`src/rtl/lpr_pkg.sv`:
```
package lpr_pkg;

    typedef enum logic [3:0] {
        CFG_ENABLE          = 4'd0,
        CFG_FB_WIDTH        = 4'd1,
        CFG_FB_HEIGHT       = 4'd2,
        CFG_ROW_PITCH       = 4'd3,
        CFG_BYTES_PER_PIXEL = 4'd4,
        CFG_RED_LAYOUT      = 4'd5,
        CFG_GREEN_LAYOUT    = 4'd6,
        CFG_BLUE_LAYOUT     = 4'd7
    } t_cfg_reg;

    typedef enum logic {
        OP_START   = 1'b0,
        OP_ADVANCE = 1'b1
    } t_op;

    localparam int          CFG_INDEX_W  = 4;
    localparam int          CFG_DATA_W   = 16;
    localparam int          FB_DIM_W     = 14;
    localparam int          PITCH_W      = 16;
    localparam int          BPP_W        = 3;
    localparam int          LAYOUT_W     = 9;
    localparam int          CHAN_W       = 8;
    localparam int          PIXEL_W      = 32;
    localparam logic [2:0]  BPP_3        = 3'd3;
    localparam logic [2:0]  BPP_4        = 3'd4;
    localparam logic [3:0]  CHAN_SIZE_MAX = 4'd8;

    // one colour channel: keep the top size bits, then move them to pos
    function automatic logic [PIXEL_W-1:0] pack_channel(
        input logic [CHAN_W-1:0]   value,
        input logic [LAYOUT_W-1:0] layout
    );
        logic [3:0]        size;
        logic [4:0]        pos;
        logic [CHAN_W-1:0] top;
        size = layout[8:5];
        pos  = layout[4:0];
        if (size > CHAN_SIZE_MAX) begin
            size = CHAN_SIZE_MAX;
        end
        if (size == 4'd0) begin
            top = '0;
        end else begin
            top = value >> (CHAN_SIZE_MAX - size);
        end
        return PIXEL_W'(top) << pos;
    endfunction

endpackage

```
`src/rtl/line_pixel_rasterizer.sv`:
```
// channel | direction | handshake                  | payload
// in      | input     | i_in_valid / o_in_ready    | op, start/end coordinates, rgb
// out     | output    | o_out_valid / i_out_ready  | pixel_valid, offset, colour, flags
// cfg     | input     | i_cfg_valid / o_cfg_ready  | i_cfg_index, i_cfg_data
//
// one item per clock when not stalled; each item yields exactly one pixel result
// the walker step registers into a pixel stage, then the row multiply
// (y * pitch) and clip register into the output stage
// a stalled output holds the pipeline; input is still taken while the pixel
// stage is empty, so an item enters while a finished result waits
// reset (synchronous, active low) clears the walker, pipeline and registers
module line_pixel_rasterizer #(
    parameter int COORD_WIDTH = 16
) (
    input  logic                          i_clk,
    input  logic                          i_rst_n,

    input  logic                          i_in_valid,
    output logic                          o_in_ready,
    input  logic                          i_op,
    input  logic signed [15:0]            i_start_x,
    input  logic signed [15:0]            i_start_y,
    input  logic signed [15:0]            i_end_x_in,
    input  logic signed [15:0]            i_end_y_in,
    input  logic [7:0]                    i_red,
    input  logic [7:0]                    i_green,
    input  logic [7:0]                    i_blue,

    output logic                          o_out_valid,
    input  logic                          i_out_ready,
    output logic                          o_pixel_valid,
    output logic [31:0]                   o_byte_offset,
    output logic [31:0]                   o_pixel_color,
    output logic                          o_four_bytes,
    output logic                          o_line_done,

    input  logic                          i_cfg_valid,
    output logic                          o_cfg_ready,
    input  logic [lpr_pkg::CFG_INDEX_W-1:0] i_cfg_index,
    input  logic [lpr_pkg::CFG_DATA_W-1:0]  i_cfg_data
);
    import lpr_pkg::*;

    localparam int CW = COORD_WIDTH;

    // configuration
    logic                r_enable;
    logic [FB_DIM_W-1:0] r_fb_width;
    logic [FB_DIM_W-1:0] r_fb_height;
    logic [PITCH_W-1:0]  r_row_pitch;
    logic [BPP_W-1:0]    r_bpp;
    logic [LAYOUT_W-1:0] r_red_layout;
    logic [LAYOUT_W-1:0] r_green_layout;
    logic [LAYOUT_W-1:0] r_blue_layout;

    // walker state
    logic signed [CW-1:0] r_cur_x, r_cur_y, r_tgt_x, r_tgt_y;
    logic signed [CW-1:0] n_cur_x, n_cur_y, n_tgt_x, n_tgt_y;
    logic [CW:0]          r_adx, r_ady, n_adx, n_ady;
    logic                 r_step_neg_x, r_step_neg_y, n_step_neg_x, n_step_neg_y;
    logic signed [CW+1:0] r_err, n_err;
    logic [PIXEL_W-1:0]   r_color, n_color;
    logic                 r_line_active, n_line_active;

    // pixel stage
    logic                 r_s1_valid, n_s1_valid;
    logic signed [CW-1:0] r_s1_x, r_s1_y, n_s1_x, n_s1_y;
    logic                 r_s1_live, n_s1_live;
    logic                 r_s1_done, n_s1_done;
    logic [PIXEL_W-1:0]   r_s1_color, n_s1_color;

    // output stage
    logic                 r_out_valid;
    logic                 r_out_pixel_valid;
    logic [31:0]          r_out_offset;
    logic [31:0]          r_out_color;
    logic                 r_out_four;
    logic                 r_out_done;

    logic w_adv_out, w_in_fire;

    assign w_adv_out   = !r_out_valid || i_out_ready;
    assign o_in_ready  = !r_s1_valid || w_adv_out;
    assign w_in_fire   = i_in_valid && o_in_ready;
    assign o_cfg_ready = 1'b1;

    always_ff @(posedge i_clk) begin
        if (!i_rst_n) begin
            r_enable       <= 1'b0;
            r_fb_width     <= '0;
            r_fb_height    <= '0;
            r_row_pitch    <= '0;
            r_bpp          <= BPP_4;
            r_red_layout   <= '0;
            r_green_layout <= '0;
            r_blue_layout  <= '0;
        end else if (i_cfg_valid) begin
            unique case (t_cfg_reg'(i_cfg_index))
                CFG_ENABLE:          r_enable       <= i_cfg_data[0];
                CFG_FB_WIDTH:        r_fb_width     <= i_cfg_data[FB_DIM_W-1:0];
                CFG_FB_HEIGHT:       r_fb_height    <= i_cfg_data[FB_DIM_W-1:0];
                CFG_ROW_PITCH:       r_row_pitch    <= i_cfg_data[PITCH_W-1:0];
                CFG_BYTES_PER_PIXEL: r_bpp          <= i_cfg_data[BPP_W-1:0];
                CFG_RED_LAYOUT:      r_red_layout   <= i_cfg_data[LAYOUT_W-1:0];
                CFG_GREEN_LAYOUT:    r_green_layout <= i_cfg_data[LAYOUT_W-1:0];
                CFG_BLUE_LAYOUT:     r_blue_layout  <= i_cfg_data[LAYOUT_W-1:0];
                default: ;
            endcase
        end
    end

    // start item setup
    logic signed [CW-1:0] w_x0, w_y0, w_x1, w_y1;
    logic signed [CW:0]   w_dx, w_dy;
    logic [CW:0]          w_adx, w_ady;
    logic signed [CW+1:0] w_err_start;
    logic [PIXEL_W-1:0]   w_color_start;

    assign w_x0 = i_start_x[CW-1:0];
    assign w_y0 = i_start_y[CW-1:0];
    assign w_x1 = i_end_x_in[CW-1:0];
    assign w_y1 = i_end_y_in[CW-1:0];
    assign w_dx = {w_x1[CW-1], w_x1} - {w_x0[CW-1], w_x0};
    assign w_dy = {w_y1[CW-1], w_y1} - {w_y0[CW-1], w_y0};
    assign w_adx = w_dx[CW] ? -w_dx : w_dx;
    assign w_ady = w_dy[CW] ? -w_dy : w_dy;
    assign w_err_start = (w_adx > w_ady) ? {2'b00, w_adx[CW:1]} : -{2'b00, w_ady[CW:1]};
    assign w_color_start = pack_channel(i_red, r_red_layout)
                         | pack_channel(i_green, r_green_layout)
                         | pack_channel(i_blue, r_blue_layout);

    // one bresenham step
    logic signed [CW+1:0] w_adx_s, w_ady_s, w_err_step;
    logic                 w_step_x, w_step_y;
    logic signed [CW-1:0] w_x_step, w_y_step;

    assign w_adx_s  = $signed({1'b0, r_adx});
    assign w_ady_s  = $signed({1'b0, r_ady});
    assign w_step_x = r_err > -w_adx_s;
    assign w_step_y = r_err < w_ady_s;
    assign w_err_step = r_err - (w_step_x ? w_ady_s : '0) + (w_step_y ? w_adx_s : '0);
    assign w_x_step = !w_step_x ? r_cur_x :
                      (r_step_neg_x ? r_cur_x - CW'(1) : r_cur_x + CW'(1));
    assign w_y_step = !w_step_y ? r_cur_y :
                      (r_step_neg_y ? r_cur_y - CW'(1) : r_cur_y + CW'(1));

    always_comb begin
        n_cur_x       = r_cur_x;
        n_cur_y       = r_cur_y;
        n_tgt_x       = r_tgt_x;
        n_tgt_y       = r_tgt_y;
        n_adx         = r_adx;
        n_ady         = r_ady;
        n_step_neg_x  = r_step_neg_x;
        n_step_neg_y  = r_step_neg_y;
        n_err         = r_err;
        n_color       = r_color;
        n_line_active = r_line_active;
        n_s1_valid    = r_s1_valid && !w_adv_out;
        n_s1_x        = r_s1_x;
        n_s1_y        = r_s1_y;
        n_s1_live     = r_s1_live;
        n_s1_done     = r_s1_done;
        n_s1_color    = r_s1_color;
        if (w_in_fire) begin
            n_s1_valid = 1'b1;
            if (t_op'(i_op) == OP_START) begin
                n_cur_x       = w_x0;
                n_cur_y       = w_y0;
                n_tgt_x       = w_x1;
                n_tgt_y       = w_y1;
                n_adx         = w_adx;
                n_ady         = w_ady;
                n_step_neg_x  = w_dx[CW];
                n_step_neg_y  = w_dy[CW];
                n_err         = w_err_start;
                n_color       = w_color_start;
                n_line_active = (w_x0 != w_x1) || (w_y0 != w_y1);
                n_s1_x        = w_x0;
                n_s1_y        = w_y0;
                n_s1_live     = 1'b1;
                n_s1_done     = !n_line_active;
                n_s1_color    = w_color_start;
            end else if (r_line_active) begin
                n_cur_x       = w_x_step;
                n_cur_y       = w_y_step;
                n_err         = w_err_step;
                n_line_active = (w_x_step != r_tgt_x) || (w_y_step != r_tgt_y);
                n_s1_x        = w_x_step;
                n_s1_y        = w_y_step;
                n_s1_live     = 1'b1;
                n_s1_done     = !n_line_active;
                n_s1_color    = r_color;
            end else begin
                // advance with no line: empty pixel marked done
                n_s1_live = 1'b0;
                n_s1_done = 1'b1;
            end
        end
    end

    always_ff @(posedge i_clk) begin
        if (!i_rst_n) begin
            r_cur_x       <= '0;
            r_cur_y       <= '0;
            r_tgt_x       <= '0;
            r_tgt_y       <= '0;
            r_adx         <= '0;
            r_ady         <= '0;
            r_step_neg_x  <= 1'b0;
            r_step_neg_y  <= 1'b0;
            r_err         <= '0;
            r_color       <= '0;
            r_line_active <= 1'b0;
            r_s1_valid    <= 1'b0;
        end else begin
            r_cur_x       <= n_cur_x;
            r_cur_y       <= n_cur_y;
            r_tgt_x       <= n_tgt_x;
            r_tgt_y       <= n_tgt_y;
            r_adx         <= n_adx;
            r_ady         <= n_ady;
            r_step_neg_x  <= n_step_neg_x;
            r_step_neg_y  <= n_step_neg_y;
            r_err         <= n_err;
            r_color       <= n_color;
            r_line_active <= n_line_active;
            r_s1_valid    <= n_s1_valid;
        end
    end

    always_ff @(posedge i_clk) begin
        r_s1_x     <= n_s1_x;
        r_s1_y     <= n_s1_y;
        r_s1_live  <= n_s1_live;
        r_s1_done  <= n_s1_done;
        r_s1_color <= n_s1_color;
    end

    // clip and address
    logic [CW-2:0]  w_x_u, w_y_u;
    logic           w_bpp_ok, w_bpp4, w_ok;
    logic [CW+14:0] w_row_off;
    logic [CW:0]    w_col_off;
    logic [31:0]    w_offset;

    assign w_x_u    = r_s1_x[CW-2:0];
    assign w_y_u    = r_s1_y[CW-2:0];
    assign w_bpp4   = r_bpp == BPP_4;
    assign w_bpp_ok = (r_bpp == BPP_3) || w_bpp4;
    assign w_ok = r_s1_live && r_enable && w_bpp_ok && !r_s1_x[CW-1] && !r_s1_y[CW-1]
               && (32'(w_x_u) < 32'(r_fb_width)) && (32'(w_y_u) < 32'(r_fb_height));
    assign w_row_off = w_y_u * r_row_pitch;
    assign w_col_off = w_bpp4 ? {w_x_u, 2'b00} : ({2'b00, w_x_u} + {1'b0, w_x_u, 1'b0});
    assign w_offset  = 32'(w_row_off) + 32'(w_col_off);

    always_ff @(posedge i_clk) begin
        if (!i_rst_n) begin
            r_out_valid <= 1'b0;
        end else if (w_adv_out) begin
            r_out_valid <= r_s1_valid;
        end
    end

    always_ff @(posedge i_clk) begin
        if (w_adv_out) begin
            r_out_pixel_valid <= w_ok;
            r_out_offset      <= w_ok ? w_offset : '0;
            r_out_color       <= w_ok ? r_s1_color : '0;
            r_out_four        <= w_ok && w_bpp4;
            r_out_done        <= r_s1_done;
        end
    end

    assign o_out_valid   = r_out_valid;
    assign o_pixel_valid = r_out_pixel_valid;
    assign o_byte_offset = r_out_offset;
    assign o_pixel_color = r_out_color;
    assign o_four_bytes  = r_out_four;
    assign o_line_done   = r_out_done;

    // an active line never sits on its endpoint
    a_active_not_at_end: assert property (@(posedge i_clk) disable iff (!i_rst_n)
        r_line_active |-> (r_cur_x != r_tgt_x) || (r_cur_y != r_tgt_y))
        else $error("line active at its endpoint");

    // a held pixel stage is kept while the output is stalled
    a_s1_holds: assert property (@(posedge i_clk) disable iff (!i_rst_n)
        r_s1_valid && !w_adv_out |=> r_s1_valid && $stable(r_s1_x) && $stable(r_s1_y))
        else $error("pixel stage lost while stalled");

    // an advance with no line leaves the walker alone
    a_idle_advance: assert property (@(posedge i_clk) disable iff (!i_rst_n)
        w_in_fire && i_op && !r_line_active |=> !r_line_active && $stable(r_cur_x)
        && $stable(r_cur_y))
        else $error("idle advance moved the walker");

endmodule
```
`config.mk`:
```
export PLATFORM = sky130hd
export DESIGN_NAME = line_pixel_rasterizer
export DESIGN_NICKNAME = d
export VERILOG_FILES = /design/src/rtl/lpr_pkg.sv /design/src/rtl/line_pixel_rasterizer.sv
export SDC_FILE = /design/constraint.sdc
export NUM_CORES = 2
export LEC_CHECK = 0
export ABC_AREA = 1
export BUFFER_PORTS_ARGS = -buffer_cell sky130_fd_sc_hd__buf_2
export CORE_MARGIN = 2
export CORE_UTILIZATION = 45
export DETAILED_ROUTE_END_ITERATION = 6
export GPL_ROUTABILITY_DRIVEN = 0
export PLACE_DENSITY = 0.65
export SYNTH_ARGS = -nofsm -noshare
export SYNTH_HDL_FRONTEND = slang
export SYNTH_SLANG_ARGS = --single-unit
```
`constraint.sdc`:
```
create_clock -name i_clk -period 8.05 [get_ports i_clk]
set_input_delay 0.4025 -clock i_clk [delete_from_list [all_inputs] [get_ports i_clk]]
set_output_delay 0.4025 -clock i_clk [all_outputs]
set_load 0.005 [all_outputs]
```
Word-level counts from Yosys, hierarchy flattened:

Index checks and enable logic that the tools add are counted.

* register bits: 361
* logic and storage cells: 145
* memory bits (read-only): 0
* input bits: 114
* memories: 0
* bits in latches: 0
* RAM bits: 0

* multiplexer cells: 30
* div/mod/pow operators: 0
* multipliers: 1
* reductions and logical operators: 35
* eq/ne operators: 14
* shift-type cells: 6
* bitwise gates (word level): 3
* order comparisons: 8
* add/subtract/negate cells: 17

Operators by type and width (count)
* $mux W16: 8
* $shl A8 B5 Y32: 3
* $mux W17: 5
* $mux W32: 2
* $ne A16 B16 Y1: 4
* $or A32 B32 Y32: 2
* $mux W18: 3
* $neg A17 Y17: 2
* $sub A16 B16 Y17: 2
* $add A16 B2 Y16 const B: 2
* $add A31 B17 Y32: 1
* $sub A16 B2 Y16 const B: 2
* $mul A15 B16 Y31: 1
* $lt A15 B14 Y1: 2
* $mux W8: 3
* $shr A8 B4 Y8: 3
* $reduce_and A2 Y1: 10
* $add A18 B17 Y18: 1
* $gt A18 B18 Y1: 1
* $lt A18 B18 Y1: 1
* $neg A16 Y18: 1
* $neg A17 Y18: 1
* $sub A18 B17 Y18: 1
* $add A15 B16 Y17: 1
* other kinds (16): 52

Depth between registers and ports, before layout:

* depth in word-level cells: 9
* depth in mapped cells: 38
* gate-level depth less buffers: 37

Worst setup path before layout:

No wires, ideal clock.

* path kind: register to register
* from: reg r_s1_y[0]
* to: reg r_out_offset[28] (netlist: o_byte_offset[28]), data pin
* arrival time: 5625 ps
* cell stages (with the launch flop): 26
* data required time: 7797 ps
* slack: 2172 ps
* path through: edfxtp_1 -> clkbuf_1 -> clkbuf_1 -> nand2_1 -> fa_1 -> inv_1 -> fa_1 -> fa_1 -> fa_1 -> inv_1 -> fa_1 -> inv_1 -> fa_1 -> ha_1 -> a21oi_1 -> o21ai_0 -> a21oi_1 -> inv_1 -> a21oi_1 -> o21bai_1 -> nand2_1 -> nand2_1 -> a21oi_1 -> nand2_1 -> nand2_1 -> nor2_1

* longest elaborated chain between the ends: 2
* elaborated cells between the ends (all ways): 4
* those cells by class: add/sub (1); mul (1); order compare (1); reduce/logical (1)

Ends and longest elaborated chain
* start, declared: line line_pixel_rasterizer.sv:67 `logic signed [CW-1:0] r_s1_x, r_s1_y, n_s1_x, n_s1_y;`
* start signal, assigned: line line_pixel_rasterizer.sv:234 `r_s1_y <= n_s1_y;`
* $mul A15 B16 Y31 / $lt A15 B14 Y1 (equally long branches): line line_pixel_rasterizer.sv:253, line_pixel_rasterizer.sv:252
* $add A31 B17 Y32 / $logic_and A1 B1 Y1 (equally long branches): line line_pixel_rasterizer.sv:255, line_pixel_rasterizer.sv:252
* end signal, assigned: line line_pixel_rasterizer.sv:268 `r_out_offset <= w_ok ? w_offset : '0;`
* end, declared: line line_pixel_rasterizer.sv:75 `logic [31:0] r_out_offset;`

Several ways; a longest one is shown, not always the timed one.
A chain may end at the register's enable or synchronous reset.

Final worst setup path:

* from: reg r_adx[4]
* to: reg r_err[14]

* longest elaborated chain between the ends: 7
* elaborated cells between the ends (all ways): 8
* those cells by class: add/sub (3); order compare (1); mux (4)

Ends and longest elaborated chain
* start, declared: line line_pixel_rasterizer.sv:59 `logic [CW:0] r_adx, r_ady, n_adx, n_ady;`
* start signal, assigned: line line_pixel_rasterizer.sv:221 `r_adx <= n_adx;`
* $neg A17 Y18: line line_pixel_rasterizer.sv:139 `assign w_step_x = r_err > -w_adx_s;`
* $gt A18 B18 Y1: line line_pixel_rasterizer.sv:139
* $mux W17: line line_pixel_rasterizer.sv:141 `assign w_err_step = r_err - (w_step_x ? w_ady_s : '0) + (w_step_y ? w_adx_s : '0);`
* $sub A18 B17 Y18: line line_pixel_rasterizer.sv:141
* $add A18 B17 Y18 (*): line line_pixel_rasterizer.sv:141
* $mux W18 (*): line line_pixel_rasterizer.sv:184 `end else if (r_line_active) begin`
* $mux W18 (*): line line_pixel_rasterizer.sv:167 `if (t_op'(i_op) == OP_START) begin`
* end signal, assigned: line line_pixel_rasterizer.sv:225 `r_err <= n_err;`
* end, declared: line line_pixel_rasterizer.sv:61 `logic signed [CW+1:0] r_err, n_err;`

Mark *: on every way between the ends. The rest lies on a longest branch, timed or not. The select of a mux whose other input is x is not followed.

==> results <==
- The total power draw is 7.12 mW.
- Setup repair after global routing left no endpoint under its margin.
- The critical path endpoint category is a flip-flop.
- The wire length reported by the detailed router is 109 mm.
- During placement, the flow inserted port buffers numbering 182.
- The Yosys step of the flow raised 0 warnings.
- Among the stages of the critical path, the cell type that occurs most often is nand2_1.
- In the synthesized netlist the dominant register cell turns out to be dfxtp_1.
- The data arrival time of the worst path is 7.25 ns.
- The CTS clock-pin slew for the worst setup and hold paths is 0.06 ns.
- Net switching is 40.1% of the power.
- The average size of a mapped cell is 6.90 um^2.
- The worst hold path begins at i_in_valid.
- For this configuration, the core starts out at a cell density of 45.5%.
- The synthesized netlist net count is 5727.
- The clock tree synthesis step divided the H-tree into 2 levels.
- The final worst slack is 1.26 ns.
- The period utilization is 84.3%.
- The count of boundary I/O pins is 184.
- The final antenna-violating net count is 0.
- Of all cell types, the one taking the most synthesized area is nand2_1.
- The critical path crosses 32 cells after its start point.
- From synthesis to final layout, the design area changed by 9.28%.
- Dividing the detail-routed wire length by the instance count gives 17.4 um.
- The share of layout cells above drive strength 1 is 7.49%.
- The relative contribution of sequential cells to total power is 30.5%.
- In this run, CTS created clock tree buffers numbering 45.
- The number of buffers and inverters on the critical path is 2.
- The routed layout has 33200 vias.
- The flow ran to the end, and the final reports show no timing, DRC or antenna violations.
- The class of the worst hold path is in -> reg.
- The maximum single-stage delay on the critical path is 0.44 ns.
- The number of hold violations in the final report was 0.
- The share of flip-flops with an asynchronous set or reset after synthesis is 0%.
- Clock tree synthesis selected as its root buffer the cell clkbuf_16.
- Entering global routing, the biggest net connects 98 pins.
- Among all cell types in the netlist, the one instantiated most often is nand2_1.
- The total overflow reported by the global router is 0.
- The detailed placer's ending HPWL is 85.1 mm.
- The post-detailed-route DRC marker count is 0.
- Setup violations remaining at the end of the flow were counted as 0.
- The synthesized design contains 133 enable-type register cells.
- Final hold analysis gives a worst-case slack of 0.0576 ns.
- The area of the mapped netlist is 35300 um^2.
- The worst endpoint required time is 8.51 ns.
- The placeable core region is 77600 um^2.
- In this run the cell area measured after placement is 36900 um^2.
- The vias per cell is 5.31.
- The count of cells resized by post-cts repair is 0.
- Clock skew on the completed layout was measured at 0.0198 ns.
- After technology mapping, the gate count stands at 5111.
- Across every metal layer, demand over resource in global routing totals 26.7%.
- The number of synthesized register bits is 361.
- The final non-filler cell total is 6250.
- The worst pin sits at a relative slew slack of 23.6%.
- The logic gate share of total power is 37.9%.
- Along the worst path, the maximum fanout reaches 10.
- The switching power total is 2.86 mW.
- The die covers 80700 um^2.
- By area the synthesized netlist is led by nand2_1 13%, dfxtp_1 13%, fa_1 12%.
- At the pin with the least slew margin, the transition time is 1.14 ns.
- Along the worst hold path, the cell count comes to 3.
- Prior to clock tree synthesis, the placed netlist has a worst setup slack of 1.44 ns.
- The setup path with the least slack is of type reg -> reg.
- The clock tree buffer depth is 3.
- The tool flagged a number of max-cap violations equal to 0.
- Of the total power, the clock network draws 31.6%.
- The endpoint of the worst hold-timing path is r_s1_valid.
- Timing would allow up to 147 MHz.
- The commonest cells after synthesis are 1243 x nand2_1, 942 x inv_1, 401 x nor2_1.
- The startpoint identified for the worst register-to-register timing path is r_adx[4].
- In this run the power density over the cells is 185 nW/um^2.
- Clock tree synthesis found a total of 361 sinks.
- The final layout net count is 5790.
- The number of antenna violations at the first check in global routing was 4.
- After clock tree synthesis, the flow added hold-fix buffers numbering 0.
- The worst setup path is launched from a flip-flop.
- For the worst-skew pair, the clock arrives at the later sink with an insertion delay of 0.60 ns.
- The initial detailed-routing violation count is 2938.
- The post-synthesis sequential area ratio is 24.3%.
- Among cell families on the critical path, the largest total delay comes from simple AND/OR/NAND/NOR gates.
- The number of placed cells counting well taps is 6167.
- The global-route wire length before repair is 172 mm.
- The aggregate negative setup slack is 0 ns.
- TritonCTS built the clock tree.
- Once layout is done, the placed cells without fillers occupy 38600 um^2.
- The minimum period implied by the final worst setup slack is 6.79 ns.
- The floorplan step set the die width to 284 um.
- The max-slew violation count is 0.
- The via count of the first global-routing pass is 31400.
- The floorplan has 102 rows.
- The count of cell types in the netlist is 61.
- Summed over all cells, the static leakage comes to 19.9 nW.
- The post-CTS repair timing setup buffer count is 0.
- The cell type of the slowest stage on the worst timing path is nor4_1.
- The worst register-to-register path ends at r_err[14].
- The minimum setup slack among reg-to-reg paths is 1.26 ns.
- The share of the core filled with cells is 49.7%.
- The worst register-to-register path has a depth of 32.
- The internal power is 4.27 mW.
- The first-pass detailed-route iteration total is 6.
- The die is 284 um tall.
- After synthesis, the largest area contributor takes up 13.2% of total cell area.
- Across the VDD grid, the largest voltage drop is 0.000144 V.
==> cell type report <==
| class | count | area, um^2 |
|---|---|---|
| fill | 7931 | 39000 |
| multi-input combinational | 3597 | 22400 |
| sequential | 361 | 8560 |
| inverter | 967 | 3630 |
| tap | 1040 | 1300 |
| clock buffer | 56 | 1270 |
| timing repair buffer | 202 | 1060 |
| clock inverter | 26 | 350 |
| antenna | 1 | 2.50 |
==> power groups by stage <==
stage	Combinational (mW)	Clock [mW]	Sequential [mW]
after detailed placement	2.64	0	2.21
final	2.70	2.25	2.17
after floorplan	1.97	0	2.12
after global placement	2.61	0	2.20
after global routing	3.06	2.36	2.19
after CTS	2.66	2.29	2.17
==> worst reg2reg max path, delay by kind of cell, from the launching register on <==
family / cells / cell delay [ns]
buffers and inverters: 2 / 0.16
DFF: 1 / 0.35
and+or+nand+nor: 19 / 3.48
adders and majority gates: 4 / 1.20
AOI/OAI and AO/OA: 7 / 1.48
==> layer usage <==
layer | part of all wire [%] | GRT usage [%]
met2 | 47 | 45.3
met1 | 42 | 34.7
met4 | 4.1 | 10.1
met3 | 6.9 | 3.51
met5 | 0.012 | 0
==> kinds of logic (layout without fill, tap and decap cells) <==
family          Yosys count  after routing  synth area share, %
fa+ha+maj               502            502                 22.5
compound gates          852            852                 13.0
simple gates           2150           2150                 25.6
other cells               1              2               0.0106
xor+xnor                 87             87                 2.18
buf+inv                1153           1251                 12.4
flops                   361            361                 24.3
mux                       5              5                0.142
==> state kept, by name, indices dropped and copies added, names as in the netlist, 3 cells and up <==
signal and count:
o_byte_offset 32, o_pixel_color 32, r_adx 17, r_ady 17
r_blue_layout 9, r_bpp 3, r_color 32, r_cur_x 16
r_cur_y 16, r_err 18, r_fb_height 14, r_fb_width 14
r_green_layout 9, r_red_layout 9, r_row_pitch 16, r_s1_color 32
r_s1_x 16, r_s1_y 16, r_tgt_x 16, r_tgt_y 16
==> cell usage in the layout (no fill, tap or decap), types with 9 or more instances in the layout <==
cell type / instances
buf_4: 21
nand2_2: 31
inv_1: 940
dfxtp_1: 228
o21bai_1: 15
o211ai_1: 23
nor3_1: 31
o21ai_0: 391
buf_2: 181
nand3_1: 321
edfxtp_1: 133
nand2_1: 1241
nor2_2: 9
ha_1: 283
inv_2: 15
a21oi_1: 320
nand4_1: 51
xor2_1: 65
clkbuf_16: 48
or2_2: 15
nand3_2: 10
fa_1: 219
clkinv_2: 10
nor2_1: 400
nand3b_1: 13
a31oi_1: 20
a21o_1: 9
o21ai_1: 15
xnor2_1: 21
==> worst max path at each step <==
stage	start	endpoint	slack [ns]
final	r_adx[4]	r_err[14]	1.26
after CTS	r_s1_x[1]	o_byte_offset[28]	1.42
after global placement	r_s1_x[1]	o_byte_offset[28]	1.50
after floorplan	r_s1_y[0]	o_byte_offset[28]	2.17
after detailed placement	r_s1_x[1]	o_byte_offset[28]	1.44
after global routing	r_adx[0]	r_err[14]	0.80
Note: power is estimated with default switching activity, not from simulation.
